## config.mk

```make
export PLATFORM = sky130hd
export DESIGN_NAME = kway_merge_selector_core
export DESIGN_NICKNAME = d
export VERILOG_FILES = /design/src/kwms_pkg.sv /design/src/kwms_ram.sv /design/src/kwms_ctrl.sv /design/src/kwms_dp.sv /design/src/kway_merge_selector_core.sv
export SDC_FILE = /design/constraint.sdc
export NUM_CORES = 2
export LEC_CHECK = 0
export BUFFER_PORTS_ARGS = -buffer_cell sky130_fd_sc_hd__buf_2
export CAP_MARGIN = 20
export CORE_MARGIN = 2
export CORE_UTILIZATION = 40
export CTS_CLUSTER_SIZE = 14
export DETAILED_ROUTE_END_ITERATION = 8
export GPL_TIMING_DRIVEN = 0
export RECOVER_POWER = 50
export SLEW_MARGIN = 15
export SYNTH_ARGS = -nofsm -noshare
export SYNTH_HDL_FRONTEND = slang
export SYNTH_MEMORY_MAX_BITS = 65536
export SYNTH_SLANG_ARGS = --single-unit
export TNS_END_PERCENT = 10
```

## constraint.sdc

```tcl
create_clock -name clock -period 7.35 [get_ports clock]
set_clock_uncertainty 0.1 [all_clocks]
set_input_delay 1.47 -clock clock [delete_from_list [all_inputs] [get_ports clock]]
set_output_delay 1.47 -clock clock [all_outputs]
set_load 0.01 [all_outputs]
```

## src/kwms_pkg.sv

```systemverilog
package kwms_pkg;

   localparam int NUM_WAYS_DEF  = 8;
   localparam int WAY_DEPTH_DEF = 16;

   localparam int VALUE_W     = 32;
   localparam int WAY_FIELD_W = 3;
   localparam int CFG_W       = 4;
   localparam int REQ_DATA_W  = 40;
   localparam int RSP_DATA_W  = 40;
   localparam int REQ_USER_W  = 1;
   localparam int RSP_USER_W  = 2;

   localparam logic [CFG_W-1:0] ACTIVE_WAYS_RST = 4'd8;

   localparam logic KIND_PUSH = 1'b0;
   localparam logic KIND_POP  = 1'b1;

   typedef struct packed {
      logic load;
      logic push;
      logic rd;
      logic cmp;
      logic pop;
      logic emit;
   } cmd_type;

   typedef struct packed {
      logic req_pop;
      logic limit_zero;
      logic scan_last;
   } sts_type;

endpackage

```

## src/kwms_ram.sv

```systemverilog
module kwms_ram #(
   parameter int WIDTH = 32,
   parameter int DEPTH = 128
) (
   input  logic                     clock,
   input  logic                     wr_en,
   input  logic [$clog2(DEPTH)-1:0] wr_addr,
   input  logic [WIDTH-1:0]         wr_data,
   input  logic                     rd_en,
   input  logic [$clog2(DEPTH)-1:0] rd_addr,
   output logic [WIDTH-1:0]         rd_data
);

   logic [WIDTH-1:0] mem [DEPTH];
   logic [WIDTH-1:0] rd_data_ff;

   always_ff @(posedge clock) begin
      if (wr_en) begin
         mem[wr_addr] <= wr_data;
      end
      if (rd_en) begin
         rd_data_ff <= mem[rd_addr];
      end
   end

   assign rd_data = rd_data_ff;

endmodule

```

## src/kwms_ctrl.sv

```systemverilog
module kwms_ctrl (
   input  logic              clock,
   input  logic              reset,
   input  logic              req_tvalid,
   output logic              req_tready,
   output logic              rsp_tvalid,
   input  logic              rsp_tready,
   input  kwms_pkg::sts_type sts,
   output kwms_pkg::cmd_type cmd
);
   import kwms_pkg::*;

   localparam logic [2:0] S_IDLE = 3'd0;
   localparam logic [2:0] S_PUSH = 3'd1;
   localparam logic [2:0] S_READ = 3'd2;
   localparam logic [2:0] S_CMP  = 3'd3;
   localparam logic [2:0] S_POP  = 3'd4;
   localparam logic [2:0] S_DONE = 3'd5;

   logic [2:0] state_ff, state_in;
   logic       rsp_valid_ff, rsp_valid_in;
   logic       accept;

   assign req_tready = (state_ff == S_IDLE);
   assign accept     = req_tvalid && req_tready;
   assign rsp_tvalid = rsp_valid_ff;

   always_comb begin
      cmd      = '0;
      state_in = state_ff;
      unique case (state_ff)
         S_IDLE: begin
            if (accept) begin
               cmd.load = 1'b1;
               priority if (!sts.req_pop) begin
                  state_in = S_PUSH;
               end else if (sts.limit_zero) begin
                  state_in = S_DONE;
               end else begin
                  state_in = S_READ;
               end
            end
         end
         S_PUSH: begin
            cmd.push = 1'b1;
            state_in = S_DONE;
         end
         S_READ: begin
            cmd.rd   = 1'b1;
            state_in = S_CMP;
         end
         S_CMP: begin
            cmd.cmp  = 1'b1;
            state_in = sts.scan_last ? S_POP : S_READ;
         end
         S_POP: begin
            cmd.pop  = 1'b1;
            state_in = S_DONE;
         end
         S_DONE: begin
            if (!rsp_valid_ff || rsp_tready) begin
               cmd.emit = 1'b1;
               state_in = S_IDLE;
            end
         end
         default: begin
            state_in = S_IDLE;
         end
      endcase
   end

   always_comb begin
      rsp_valid_in = rsp_valid_ff;
      priority if (cmd.emit) begin
         rsp_valid_in = 1'b1;
      end else if (rsp_tready) begin
         rsp_valid_in = 1'b0;
      end
   end

   always_ff @(posedge clock) begin
      if (reset) begin
         state_ff     <= S_IDLE;
         rsp_valid_ff <= 1'b0;
      end else begin
         state_ff     <= state_in;
         rsp_valid_ff <= rsp_valid_in;
      end
   end

   a_emit_from_done: assert property (@(posedge clock) disable iff (reset)
      cmd.emit |-> state_ff == S_DONE)
      else $error("result loaded outside done state");

   a_done_to_idle: assert property (@(posedge clock) disable iff (reset)
      cmd.emit |=> state_ff == S_IDLE && rsp_valid_ff)
      else $error("result load did not return to idle");

   a_no_accept_busy: assert property (@(posedge clock) disable iff (reset)
      (state_ff != S_IDLE) |-> !cmd.load)
      else $error("request taken while busy");

endmodule

```

## src/kwms_dp.sv

```systemverilog
module kwms_dp #(
   parameter int NUM_WAYS  = kwms_pkg::NUM_WAYS_DEF,
   parameter int WAY_DEPTH = kwms_pkg::WAY_DEPTH_DEF
) (
   input  logic                             clock,
   input  logic                             reset,
   input  kwms_pkg::cmd_type                cmd,
   output kwms_pkg::sts_type                sts,
   input  logic                             req_kind,
   input  logic [kwms_pkg::WAY_FIELD_W-1:0] req_way,
   input  logic [kwms_pkg::VALUE_W-1:0]     req_value,
   input  logic                             csr_valid,
   input  logic [kwms_pkg::CFG_W-1:0]       csr_data,
   output logic                             rsp_found,
   output logic [kwms_pkg::VALUE_W-1:0]     rsp_min_value,
   output logic [kwms_pkg::WAY_FIELD_W-1:0] rsp_source_way,
   output logic                             rsp_overflow
);
   import kwms_pkg::*;

   localparam int WAY_W  = $clog2(NUM_WAYS);
   localparam int LIM_W  = $clog2(NUM_WAYS + 1);
   localparam int IDX_W  = (WAY_DEPTH > 1) ? $clog2(WAY_DEPTH) : 1;
   localparam int FILL_W = $clog2(WAY_DEPTH + 1);
   localparam int MEM_D  = NUM_WAYS * (2 ** IDX_W);
   localparam logic [IDX_W-1:0]  IDX_LAST = IDX_W'(WAY_DEPTH - 1);
   localparam logic [FILL_W-1:0] FILL_MAX = FILL_W'(WAY_DEPTH);

   logic [CFG_W-1:0]   active_ways_ff;
   logic               is_pop_ff;
   logic [WAY_W-1:0]   push_way_ff;
   logic               push_bad_ff;
   logic [VALUE_W-1:0] value_ff;
   logic [LIM_W-1:0]   scan_ff;
   logic               pend_ff;
   logic               have_ff;
   logic [VALUE_W-1:0] best_val_ff;
   logic [WAY_W-1:0]   best_way_ff;
   logic               ovf_ff;

   logic [IDX_W-1:0]  rd_idx_ff [NUM_WAYS];
   logic [IDX_W-1:0]  wr_idx_ff [NUM_WAYS];
   logic [FILL_W-1:0] fill_ff   [NUM_WAYS];

   logic               found_ff;
   logic [VALUE_W-1:0] min_value_ff;
   logic [WAY_FIELD_W-1:0] source_way_ff;
   logic               overflow_ff;

   logic [LIM_W-1:0]   limit;
   logic [WAY_W-1:0]   sel_way;
   logic [WAY_W-1:0]   scan_way;
   logic [IDX_W-1:0]   sel_rd_idx;
   logic [IDX_W-1:0]   sel_wr_idx;
   logic [FILL_W-1:0]  sel_fill;
   logic               sel_full;
   logic               sel_empty;
   logic               ram_wr_en;
   logic               ram_rd_en;
   logic [VALUE_W-1:0] ram_rd_data;
   logic               take;
   logic               found;

   assign limit = (int'(active_ways_ff) > NUM_WAYS) ? LIM_W'(NUM_WAYS)
                                                    : LIM_W'(active_ways_ff);
   assign scan_way = scan_ff[WAY_W-1:0];

   always_comb begin
      priority if (cmd.push) begin
         sel_way = push_way_ff;
      end else if (cmd.pop) begin
         sel_way = best_way_ff;
      end else begin
         sel_way = scan_way;
      end
   end

   assign sel_rd_idx = rd_idx_ff[sel_way];
   assign sel_wr_idx = wr_idx_ff[sel_way];
   assign sel_fill   = fill_ff[sel_way];
   assign sel_full   = (sel_fill == FILL_MAX);
   assign sel_empty  = (sel_fill == '0);

   assign ram_wr_en = cmd.push && !push_bad_ff && !sel_full;
   assign ram_rd_en = cmd.rd && !sel_empty;

   kwms_ram #(
      .WIDTH(VALUE_W),
      .DEPTH(MEM_D)
   ) u_store (
      .clock  (clock),
      .wr_en  (ram_wr_en),
      .wr_addr({sel_way, sel_wr_idx}),
      .wr_data(value_ff),
      .rd_en  (ram_rd_en),
      .rd_addr({sel_way, sel_rd_idx}),
      .rd_data(ram_rd_data)
   );

   assign take = cmd.cmp && pend_ff
                 && (!have_ff || ($signed(ram_rd_data) < $signed(best_val_ff)));

   assign sts.req_pop    = (req_kind == KIND_POP);
   assign sts.limit_zero = (limit == '0);
   assign sts.scan_last  = (scan_ff + LIM_W'(1) == limit);

   assign found = is_pop_ff && have_ff;

   always_ff @(posedge clock) begin
      if (reset) begin
         active_ways_ff <= ACTIVE_WAYS_RST;
         have_ff        <= 1'b0;
         for (int i = 0; i < NUM_WAYS; i++) begin
            rd_idx_ff[i] <= '0;
            wr_idx_ff[i] <= '0;
            fill_ff[i]   <= '0;
         end
      end else begin
         if (csr_valid) begin
            active_ways_ff <= csr_data;
         end
         if (cmd.load) begin
            have_ff <= 1'b0;
         end else if (take) begin
            have_ff <= 1'b1;
         end
         if (ram_wr_en) begin
            wr_idx_ff[sel_way] <= (sel_wr_idx == IDX_LAST) ? '0 : sel_wr_idx + IDX_W'(1);
            fill_ff[sel_way]   <= sel_fill + FILL_W'(1);
         end
         if (cmd.pop && have_ff) begin
            rd_idx_ff[sel_way] <= (sel_rd_idx == IDX_LAST) ? '0 : sel_rd_idx + IDX_W'(1);
            fill_ff[sel_way]   <= sel_fill - FILL_W'(1);
         end
      end
   end

   always_ff @(posedge clock) begin
      if (cmd.load) begin
         is_pop_ff   <= (req_kind == KIND_POP);
         push_way_ff <= WAY_W'(req_way);
         push_bad_ff <= (int'(req_way) >= NUM_WAYS);
         value_ff    <= req_value;
         scan_ff     <= '0;
         ovf_ff      <= 1'b0;
      end
      if (cmd.push) begin
         ovf_ff <= push_bad_ff || sel_full;
      end
      if (cmd.rd) begin
         pend_ff <= !sel_empty;
      end
      if (cmd.cmp) begin
         scan_ff <= scan_ff + LIM_W'(1);
      end
      if (take) begin
         best_val_ff <= ram_rd_data;
         best_way_ff <= scan_way;
      end
      if (cmd.emit) begin
         found_ff      <= found;
         min_value_ff  <= found ? best_val_ff : '0;
         source_way_ff <= found ? WAY_FIELD_W'(best_way_ff) : '0;
         overflow_ff   <= !is_pop_ff && ovf_ff;
      end
   end

   assign rsp_found      = found_ff;
   assign rsp_min_value  = min_value_ff;
   assign rsp_source_way = source_way_ff;
   assign rsp_overflow   = overflow_ff;

   a_rd_nonempty: assert property (@(posedge clock) disable iff (reset)
      ram_rd_en |-> sel_fill != '0 && cmd.rd)
      else $error("head read from an empty way");

   a_wr_not_full: assert property (@(posedge clock) disable iff (reset)
      ram_wr_en |=> fill_ff[$past(sel_way)] != '0)
      else $error("push did not raise fill count");

   a_fill_bound: assert property (@(posedge clock) disable iff (reset)
      sel_fill <= FILL_MAX || cmd.push)
      else $error("fill count above way depth");

endmodule

```

## src/kway_merge_selector_core.sv

```systemverilog
// Channel | Direction | Handshake               | Payload
// req     | in        | req_tvalid / req_tready | tdata: way[2:0], value[34:3]; tuser: kind
// rsp     | out       | rsp_tvalid / rsp_tready | tdata: min_value[31:0], source_way[34:32];
//         |           |                         | tuser: found[0], overflow[1]
// csr     | in        | csr_valid / csr_ready   | csr_data: active_ways[3:0]
//
// Push: after the accepting edge the block moves through its push state to its done state.
// Pop: it scans L = min(active_ways, NUM_WAYS) ways, then pops the winner in its pop state;
// when L is zero it goes straight to done. Each way costs a read and a compare on the single
// read port of the way store. The result register loads in the done state.
// A new request is taken the cycle after the result register loads.
// Reset: synchronous, clears control state, way counters and sets active_ways to 8.
// A stalled result holds in the output register; the block waits in its done state
// until the register frees.
module kway_merge_selector_core #(
   parameter int NUM_WAYS  = kwms_pkg::NUM_WAYS_DEF,
   parameter int WAY_DEPTH = kwms_pkg::WAY_DEPTH_DEF
) (
   input  logic                            clock,
   input  logic                            reset,
   input  logic                            req_tvalid,
   output logic                            req_tready,
   input  logic [kwms_pkg::REQ_DATA_W-1:0] req_tdata,  // way, value, zero pad
   input  logic [kwms_pkg::REQ_USER_W-1:0] req_tuser,  // kind
   output logic                            rsp_tvalid,
   input  logic                            rsp_tready,
   output logic [kwms_pkg::RSP_DATA_W-1:0] rsp_tdata,  // min_value, source_way, zero pad
   output logic [kwms_pkg::RSP_USER_W-1:0] rsp_tuser,  // found, overflow
   input  logic                            csr_valid,
   output logic                            csr_ready,
   input  logic [kwms_pkg::CFG_W-1:0]      csr_data
);
   import kwms_pkg::*;

   cmd_type                cmd;
   sts_type                sts;
   logic                   rsp_found;
   logic [VALUE_W-1:0]     rsp_min_value;
   logic [WAY_FIELD_W-1:0] rsp_source_way;
   logic                   rsp_overflow;

   assign csr_ready = 1'b1;

   kwms_ctrl u_ctrl (
      .clock     (clock),
      .reset     (reset),
      .req_tvalid(req_tvalid),
      .req_tready(req_tready),
      .rsp_tvalid(rsp_tvalid),
      .rsp_tready(rsp_tready),
      .sts       (sts),
      .cmd       (cmd)
   );

   kwms_dp #(
      .NUM_WAYS (NUM_WAYS),
      .WAY_DEPTH(WAY_DEPTH)
   ) u_dp (
      .clock         (clock),
      .reset         (reset),
      .cmd           (cmd),
      .sts           (sts),
      .req_kind      (req_tuser[0]),
      .req_way       (req_tdata[WAY_FIELD_W-1:0]),
      .req_value     (req_tdata[WAY_FIELD_W +: VALUE_W]),
      .csr_valid     (csr_valid && csr_ready),
      .csr_data      (csr_data),
      .rsp_found     (rsp_found),
      .rsp_min_value (rsp_min_value),
      .rsp_source_way(rsp_source_way),
      .rsp_overflow  (rsp_overflow)
   );

   assign rsp_tdata = {{(RSP_DATA_W - VALUE_W - WAY_FIELD_W){1'b0}},
                       rsp_source_way, rsp_min_value};
   assign rsp_tuser = {rsp_overflow, rsp_found};

endmodule
```

Yosys cells after proc, flatten, opt, wreduce, memory -nomap -nowiden
Memories as Yosys holds them, arrays and structs flattened. A register that Yosys moved wholly into a read port is not among the register bits.
Index checks and enable logic that the tools add are counted.
{ "totals": {"regBits": 123, "ram_bits": 4200, "input_bits": 50, "output_inout_bits": 45, "word_cells": 110, "mem_count": 4} }
{ "mem_list": {"columns": ["memory", "words", "width", "read_ports", "rd_ports_with_merged_regs", "write_ports", "line_no", "source"], "rows": [
  ["u_dp.u_store.mem", 128, 32, 1, 1, 1, "kwms_ram.sv:14", "logic [WIDTH-1:0] mem [DEPTH];"],
  ["u_dp.fill_ff", 8, 5, 1, 0, 8, "kwms_dp.sv:43", "logic [FILL_W-1:0] fill_ff [NUM_WAYS];"],
  ["u_dp.rd_idx_ff", 8, 4, 1, 0, 8, "kwms_dp.sv:41", "logic [IDX_W-1:0] rd_idx_ff [NUM_WAYS];"],
  ["u_dp.wr_idx_ff", 8, 4, 1, 0, 8, "kwms_dp.sv:42", "logic [IDX_W-1:0] wr_idx_ff [NUM_WAYS];"]
]} }
{ "classes": {"addsub": 5, "n_lt_le_gt_ge": 2, "eq_ne": 11, "mux": 44, "bitwise": 1, "reduce_logical": 27} }
{ "op_table": {"columns": ["op", "n"], "rows": [
  ["32-bit less-than comparator", 1],
  ["3-bit two-way mux", 10],
  ["4-bit two-way mux", 7],
  ["1-bit two-way mux", 24],
  ["3-bit one-hot mux with 5 select lines", 1],
  ["4-bit by 1-bit adder with 4-bit output (second input constant)", 3],
  ["5-bit two-way mux", 2],
  ["4-bit == test (second input constant)", 2],
  ["1-bit logical AND", 8],
  ["4-bit OR reduction", 2],
  ["3-bit by 2-bit == test with 1-bit output (second input constant)", 2],
  ["3-bit == test (second input constant)", 2],
  ["2-bit nonzero test", 3],
  ["5-bit by 1-bit adder with 5-bit output (second input constant)", 1],
  ["5-bit == test (second input constant)", 1],
  ["1-bit zero test", 5],
  ["5-bit zero test", 1],
  ["5-bit OR reduction", 1],
  ["5-bit by 1-bit subtractor with 5-bit output (second input constant)", 1],
  ["4-bit == test", 1],
  ["4-bit > comparator (second input constant)", 1],
  ["4-bit zero test", 1],
  ["2-bit OR reduction", 2],
  ["3-bit by 1-bit == test with 1-bit output (second input constant)", 1],
  ["other kinds (6)", 7]
]} }

Longest topological paths before layout
An unclocked memory read counts as a cell.
{ "logic_depth": {"word_depth": 14, "mapped_depth": 22, "mapped_depth_nobuf": 14} }

Modules after synthesis
A second synthesis with hierarchy kept.
{ "hier_totals": {"hier_cells": 6815, "area_unflattened_um2": 167272.9} }
{ "by_module_without_submodules": {"columns": ["module", "n_inst", "cells_each", "area_per_inst_um2", "seq_area_each_um2"], "rows": [
  ["kwms_ram", 1, 5990, 156596.4, 123958.9],
  ["kwms_dp", 1, 782, 10261.1, 6646.4],
  ["kwms_ctrl", 1, 33, 347.8, 80.1],
  ["kway_merge_selector_core", 1, 10, 67.6, 0.0]
]} }

Worst setup path after synthesis
OpenSTA, ideal clock, no wires.
{ "synth_path": {"path_type": "register -> register", "start": "reg u_dp.scan_ff[0]", "end": "mem u_dp.u_store.mem[0][0], enable pin", "setup_ps": 461, "arrival_time_ps": 5497, "required_time_ps": 6789, "setup_slack_ps": 1292, "stages_incl_launch_ff": 15, "n_path_buf": 4, "synth_period_minus_slack_ps": 6058, "path_cell_list": "edfxtp_1 > buf_2 > and2_1 > a221o_1 > nor2_2 > buf_4 > buf_2 > buf_4 > nor3_1 > a22o_1 > nor4_1 > inv_1 > or2_2 > nand3b_1 > nor3_1"} }
{ "synth_between": {"elab_chain_cells": 8, "elab_cells_between_ends": 9, "cone_classes": "eq/ne: 1; mux: 4; reduce/logical: 2; memory: 2"} }
{ "synth_rtl": {"columns": ["element", "line_no", "source"], "rows": [
  ["start, declared", "kwms_dp.sv:34", "logic [LIM_W-1:0] scan_ff;"],
  ["start signal, assigned", "kwms_dp.sv:154", "scan_ff <= scan_ff + LIM_W'(1);"],
  ["3-bit two-way mux (*)", "kwms_dp.sv:71", "end else if (cmd.pop) begin"],
  ["3-bit two-way mux (*)", "kwms_dp.sv:69", "priority if (cmd.push) begin"],
  ["memory read 8 x 5 bit", null, null],
  ["5-bit == test", "kwms_dp.sv:81", "assign sel_full = (sel_fill == FILL_MAX);"],
  ["1-bit zero test", "kwms_dp.sv:84", "assign ram_wr_en = cmd.push && !push_bad_ff && !sel_full;"],
  ["1-bit logical AND", "kwms_dp.sv:84", null],
  ["1-bit two-way mux", "kwms_ram.sv:18", "if (wr_en) begin"],
  ["1-bit two-way mux (implied by the code)", "kwms_ram.sv:19", "mem[wr_addr] <= wr_data;"],
  ["end, declared", "kwms_ram.sv:14", null]
]} }
Mark *: on every way between the ends. The rest lies on a longest branch, timed or not.

Worst setup path after layout
{ "layout_path": {"start": "reg u_dp.scan_ff[0]", "end": "reg u_dp.u_store.rd_data_ff[31], in the netlist u_dp.u_store.rd_data[31], read port of u_dp.u_store.mem, data pin"} }
{ "layout_between": {"elab_chain_cells": 6, "elab_cells_between_ends": 7, "cone_classes": "mux: 2; reduce/logical: 3; memory: 2"} }
{ "layout_rtl": {"columns": ["element", "line_no", "source"], "rows": [
  ["3-bit two-way mux (*)", "kwms_dp.sv:71", null],
  ["3-bit two-way mux (*)", "kwms_dp.sv:69", null],
  ["memory read 8 x 5 bit", null, null],
  ["5-bit zero test", "kwms_dp.sv:82", "assign sel_empty = (sel_fill == '0);"],
  ["1-bit zero test", "kwms_dp.sv:85", "assign ram_rd_en = cmd.rd && !sel_empty;"],
  ["1-bit logical AND", "kwms_dp.sv:85", null],
  ["end, declared", "kwms_ram.sv:15", "logic [WIDTH-1:0] rd_data_ff;"]
]} }
Marked as above.
A chain may end at the register's enable or synchronous reset.

==> results.json <==
{
  "outcome": "finished, violations left",
  "failed_checks": "max-capacitance violations, max-slew violations, negative setup slack",
  "io-pin-count": 95,
  "crit_top_cell": "buf_2",
  "max-clock-path-buffers": 4,
  "synthToLayoutAreaGrowth_pct": 16.7,
  "setup_viol": 41,
  "ant_nets": 0,
  "nFillCells": 36125,
  "hold_buffers": 0,
  "arrival_ps": 8170,
  "fmax_ghz": 0.131,
  "grt_max_degree": 34,
  "layout_commonest_cell": "edfxtp_1",
  "final-seq-area_mm2": 0.131,
  "core_area_mm2": 0.423,
  "net-switching-power_mw": 40.5,
  "max_cap_viol_count": 7,
  "holdCritPathClass": "reg2reg",
  "clkSlewWorstSetupHoldPaths_ps": 60,
  "die_h_um": 655,
  "synth_warnings": 0,
  "hold_viol": 0,
  "post-route-util_pct": 46.8,
  "synth_ff_type": "edfxtp_1",
  "die_width_um": 655,
  "p_sw_share_pct": 44.1,
  "start_kind": "flop",
  "synthCells": 10663,
  "clock-root-buffer": "clkbuf_16",
  "grt_pass1_vias": 100506,
  "ys_seq_area_share_pct": 77.1,
  "grt.met2_usage_pct": 41.7,
  "crit_fanout": 10,
  "grt_first_pass_wirelength_um": 825000,
  "p_leak_nw": 66.5,
  "drive_gt1_share_pct": 13.2,
  "ir_worst_vdd_mv": 0.293,
  "viasPerCell": 6.05,
  "min_period_over_period_pct": 104,
  "synth-edff-count": 4346,
  "place.gp.congestion": 1.01,
  "path_buf_inv": 7,
  "clock_latency_ps": 1020,
  "crit_required_ps": 7860,
  "detailed_place_hpwl_um": 454000,
  "synth-seq-cells": 4355,
  "grt.busiest_layer": "met2",
  "clockPowerShare_pct": 23.3,
  "rsz0062_at_grt": "yes",
  "setup_tns_ps": -3650,
  "setup_ws_ps": -310,
  "mostFrequentLayoutCells": "edfxtp_1, nand2_1, mux2i_1",
  "max_stage_delay_ps": 900,
  "cts_inserted_buffers": 441,
  "p_comb_share_pct": 45.1,
  "fp.dieArea_mm2": 0.429,
  "final_nets": 11763,
  "routed_wl_um": 619000,
  "multi_input_area_mm2": 0.0375,
  "drc_errors": 0,
  "ys_types": 91,
  "syn_area_mm2": 0.170,
  "vias": 107279,
  "crit_path_end_kind": "flop",
  "tightestPinTransition_ps": 3240,
  "antenna_found_initial": 50,
  "use_met1_pct": 35.8,
  "portBuffers": 82,
  "clkSinkCount": 4355,
  "routedWlPerCell_um": 34.9,
  "worst_slew_margin_rel_pct": -116,
  "grtUsageMet3_pct": 8.91,
  "p_int_mw": 51.3,
  "crit_type": "reg2reg",
  "cp_slowest_cell": "buf_1",
  "min_period_ps": 7660,
  "cts_tree": "built",
  "slew_violations": 151,
  "ctsHtreeMaxLevel": 5,
  "pre_cts_ws_ps": -1100,
  "drt_pre_antenna_iters": 9,
  "fp-row-count": 239,
  "powerDensity_mw_per_mm2": 464,
  "crit_chain": "buf_2, and2_1, a221o_1, nor2_2, buf_4, a2111oi_0, or4_1, buf_4, inv_4, buf_2, buf_2, buf_1, a21oi_1, o21ai_0, a21oi_1, nor4b_2, nand3_1",
  "drtIter0Drc": 17545,
  "overflow": 0,
  "seqPwrFrac_pct": 31.6,
  "cp_top_family": "buffers and inverters",
  "synth_area_per_cell_um2": 15.9,
  "start_util_pct": 40.1,
  "async_reset_ff_share_pct": 0,
  "track_usage_pct": 28.0
}
[metal layers]
| metal | up-vias | share of wire [%] |
|---|---|---|
| met5 | - | 0.047 |
| met4 | 28 | 7.5 |
| met3 | 1644 | 13 |
| met2 | 7710 | 43 |
| met1 | 54320 | 36 |
| li1 | 43577 | - |
[final cells by class]
type,count,share of cell area (%)
clock buffer,560,5.86
antenna,38,0.0481
clock inverter,236,0.937
inverter,42,0.0816
buffer,667,1.63
sequential,4355,66.1
multi-input combinational,5601,19.0
tap,5663,3.58
timing repair buffer,567,2.81
[flip-flops by register name, summed over array words and instances, names as in the netlist, 3 cells and up]
signal / flops
u_dp.scan_ff: 4
u_dp.wr_idx_ff: 32
u_dp.push_way_ff: 3
u_dp.fill_ff: 40
u_dp.u_store.mem: 4096
u_dp.best_way_ff: 3
u_dp.rd_idx_ff: 32
u_dp.u_store.rd_data: 32
u_dp.active_ways_ff: 4
u_dp.rsp_source_way: 3
u_ctrl.state_ff: 3
u_dp.best_val_ff: 32
u_dp.rsp_min_value: 32
u_dp.value_ff: 32
[Yosys cell counts, types with 77 or more instances]
| master | count | share of area [%] |
|---|---|---|
| a21oi_1 | 259 | 0.76 |
| and3_1 | 112 | 0.41 |
| buf_1 | 77 | 0.17 |
| buf_2 | 225 | 0.66 |
| clkbuf_1 | 336 | 0.74 |
| edfxtp_1 | 4346 | 77 |
| mux2i_1 | 1011 | 6.0 |
| mux4_2 | 120 | 1.6 |
| nand2_1 | 1647 | 3.6 |
| nand3_1 | 779 | 2.3 |
| nand4_1 | 132 | 0.49 |
| nor2_1 | 261 | 0.58 |
| nor4_1 | 95 | 0.35 |
| o21ai_0 | 79 | 0.23 |
| o22ai_1 | 427 | 1.6 |
[through the flow]
| step | instance area (um^2) | hold WS (ps) | cells | total power, mW |
|---|---|---|---|---|
| final | 198000 | 355 | 17729 | 91.8 |
| after global routing | 198000 | 378 | 17695 | 93.0 |
| after CTS | 200000 | 361 | 17684 | 90.1 |
| after detailed placement | 186000 | 343 | 16883 | 68.7 |
| after global placement | 177000 | 346 | 16412 | 66.6 |
| after floorplan | 170000 | 317 | 10667 | 48.4 |
[cells by family (layout without fill, tap and decap cells)]
logic type,after synthesis,count (layout),synth area share [%]
other,2,44,0.00443
flip-flops,4355,4355,77.1
AND/OR/NAND/NOR,3274,3274,8.75
adder cells (fa/ha/maj),38,38,0.285
XOR/XNOR,10,10,0.0517
AO/OA/AOI/OAI,1139,1139,4.41
buffers and inverters,711,2072,1.82
multiplexers,1134,1134,7.58
[worst register-to-register path: stages (launching register included)]
cell	delay [ps]
edfxtp_1	420
buf_2	220
and2_1	220
a221o_1	360
nor2_2	230
buf_4	260
a2111oi_0	80
or4_1	780
buf_4	330
inv_4	210
buf_2	400
buf_2	690
buf_1	900
a21oi_1	230
o21ai_0	230
a21oi_1	260
nor4b_2	830
nand3_1	510
[path summary, 6_finish.rpt]
check	from	end	slack [ps]	cells after the start
max	u_dp.scan_ff[0]	u_dp.u_store.rd_data[31]	-310	17
min	u_dp.u_store.rd_data[27]	u_dp.best_val_ff[27]	360	0
max reg2reg	u_dp.scan_ff[0]	u_dp.u_store.rd_data[31]	-310	17
min reg2reg	u_dp.u_store.rd_data[27]	u_dp.best_val_ff[27]	360	0
[timing repair]
| action | CTS | global route |
|---|---|---|
| buffers inserted | 5 | 1 |
| setup endpoints to repair | 1553 | 583 |
| resized for setup | 90 | 137 |
| pin swaps | 4 | 7 |
[power by group through the flow]
stage / Sequential (mW) / Clock [mW] / Combinational, mW
2_1_floorplan: 29.9 / 0 / 18.5
3_3_place_gp: 30.9 / 0 / 35.8
3_5_place_dp: 29.5 / 0 / 39.2
4_1_cts: 29.0 / 21.5 / 39.7
5_1_grt: 29.0 / 22.4 / 41.6
6_report: 29.0 / 21.4 / 41.4
(Power assumes the default switching activity.)
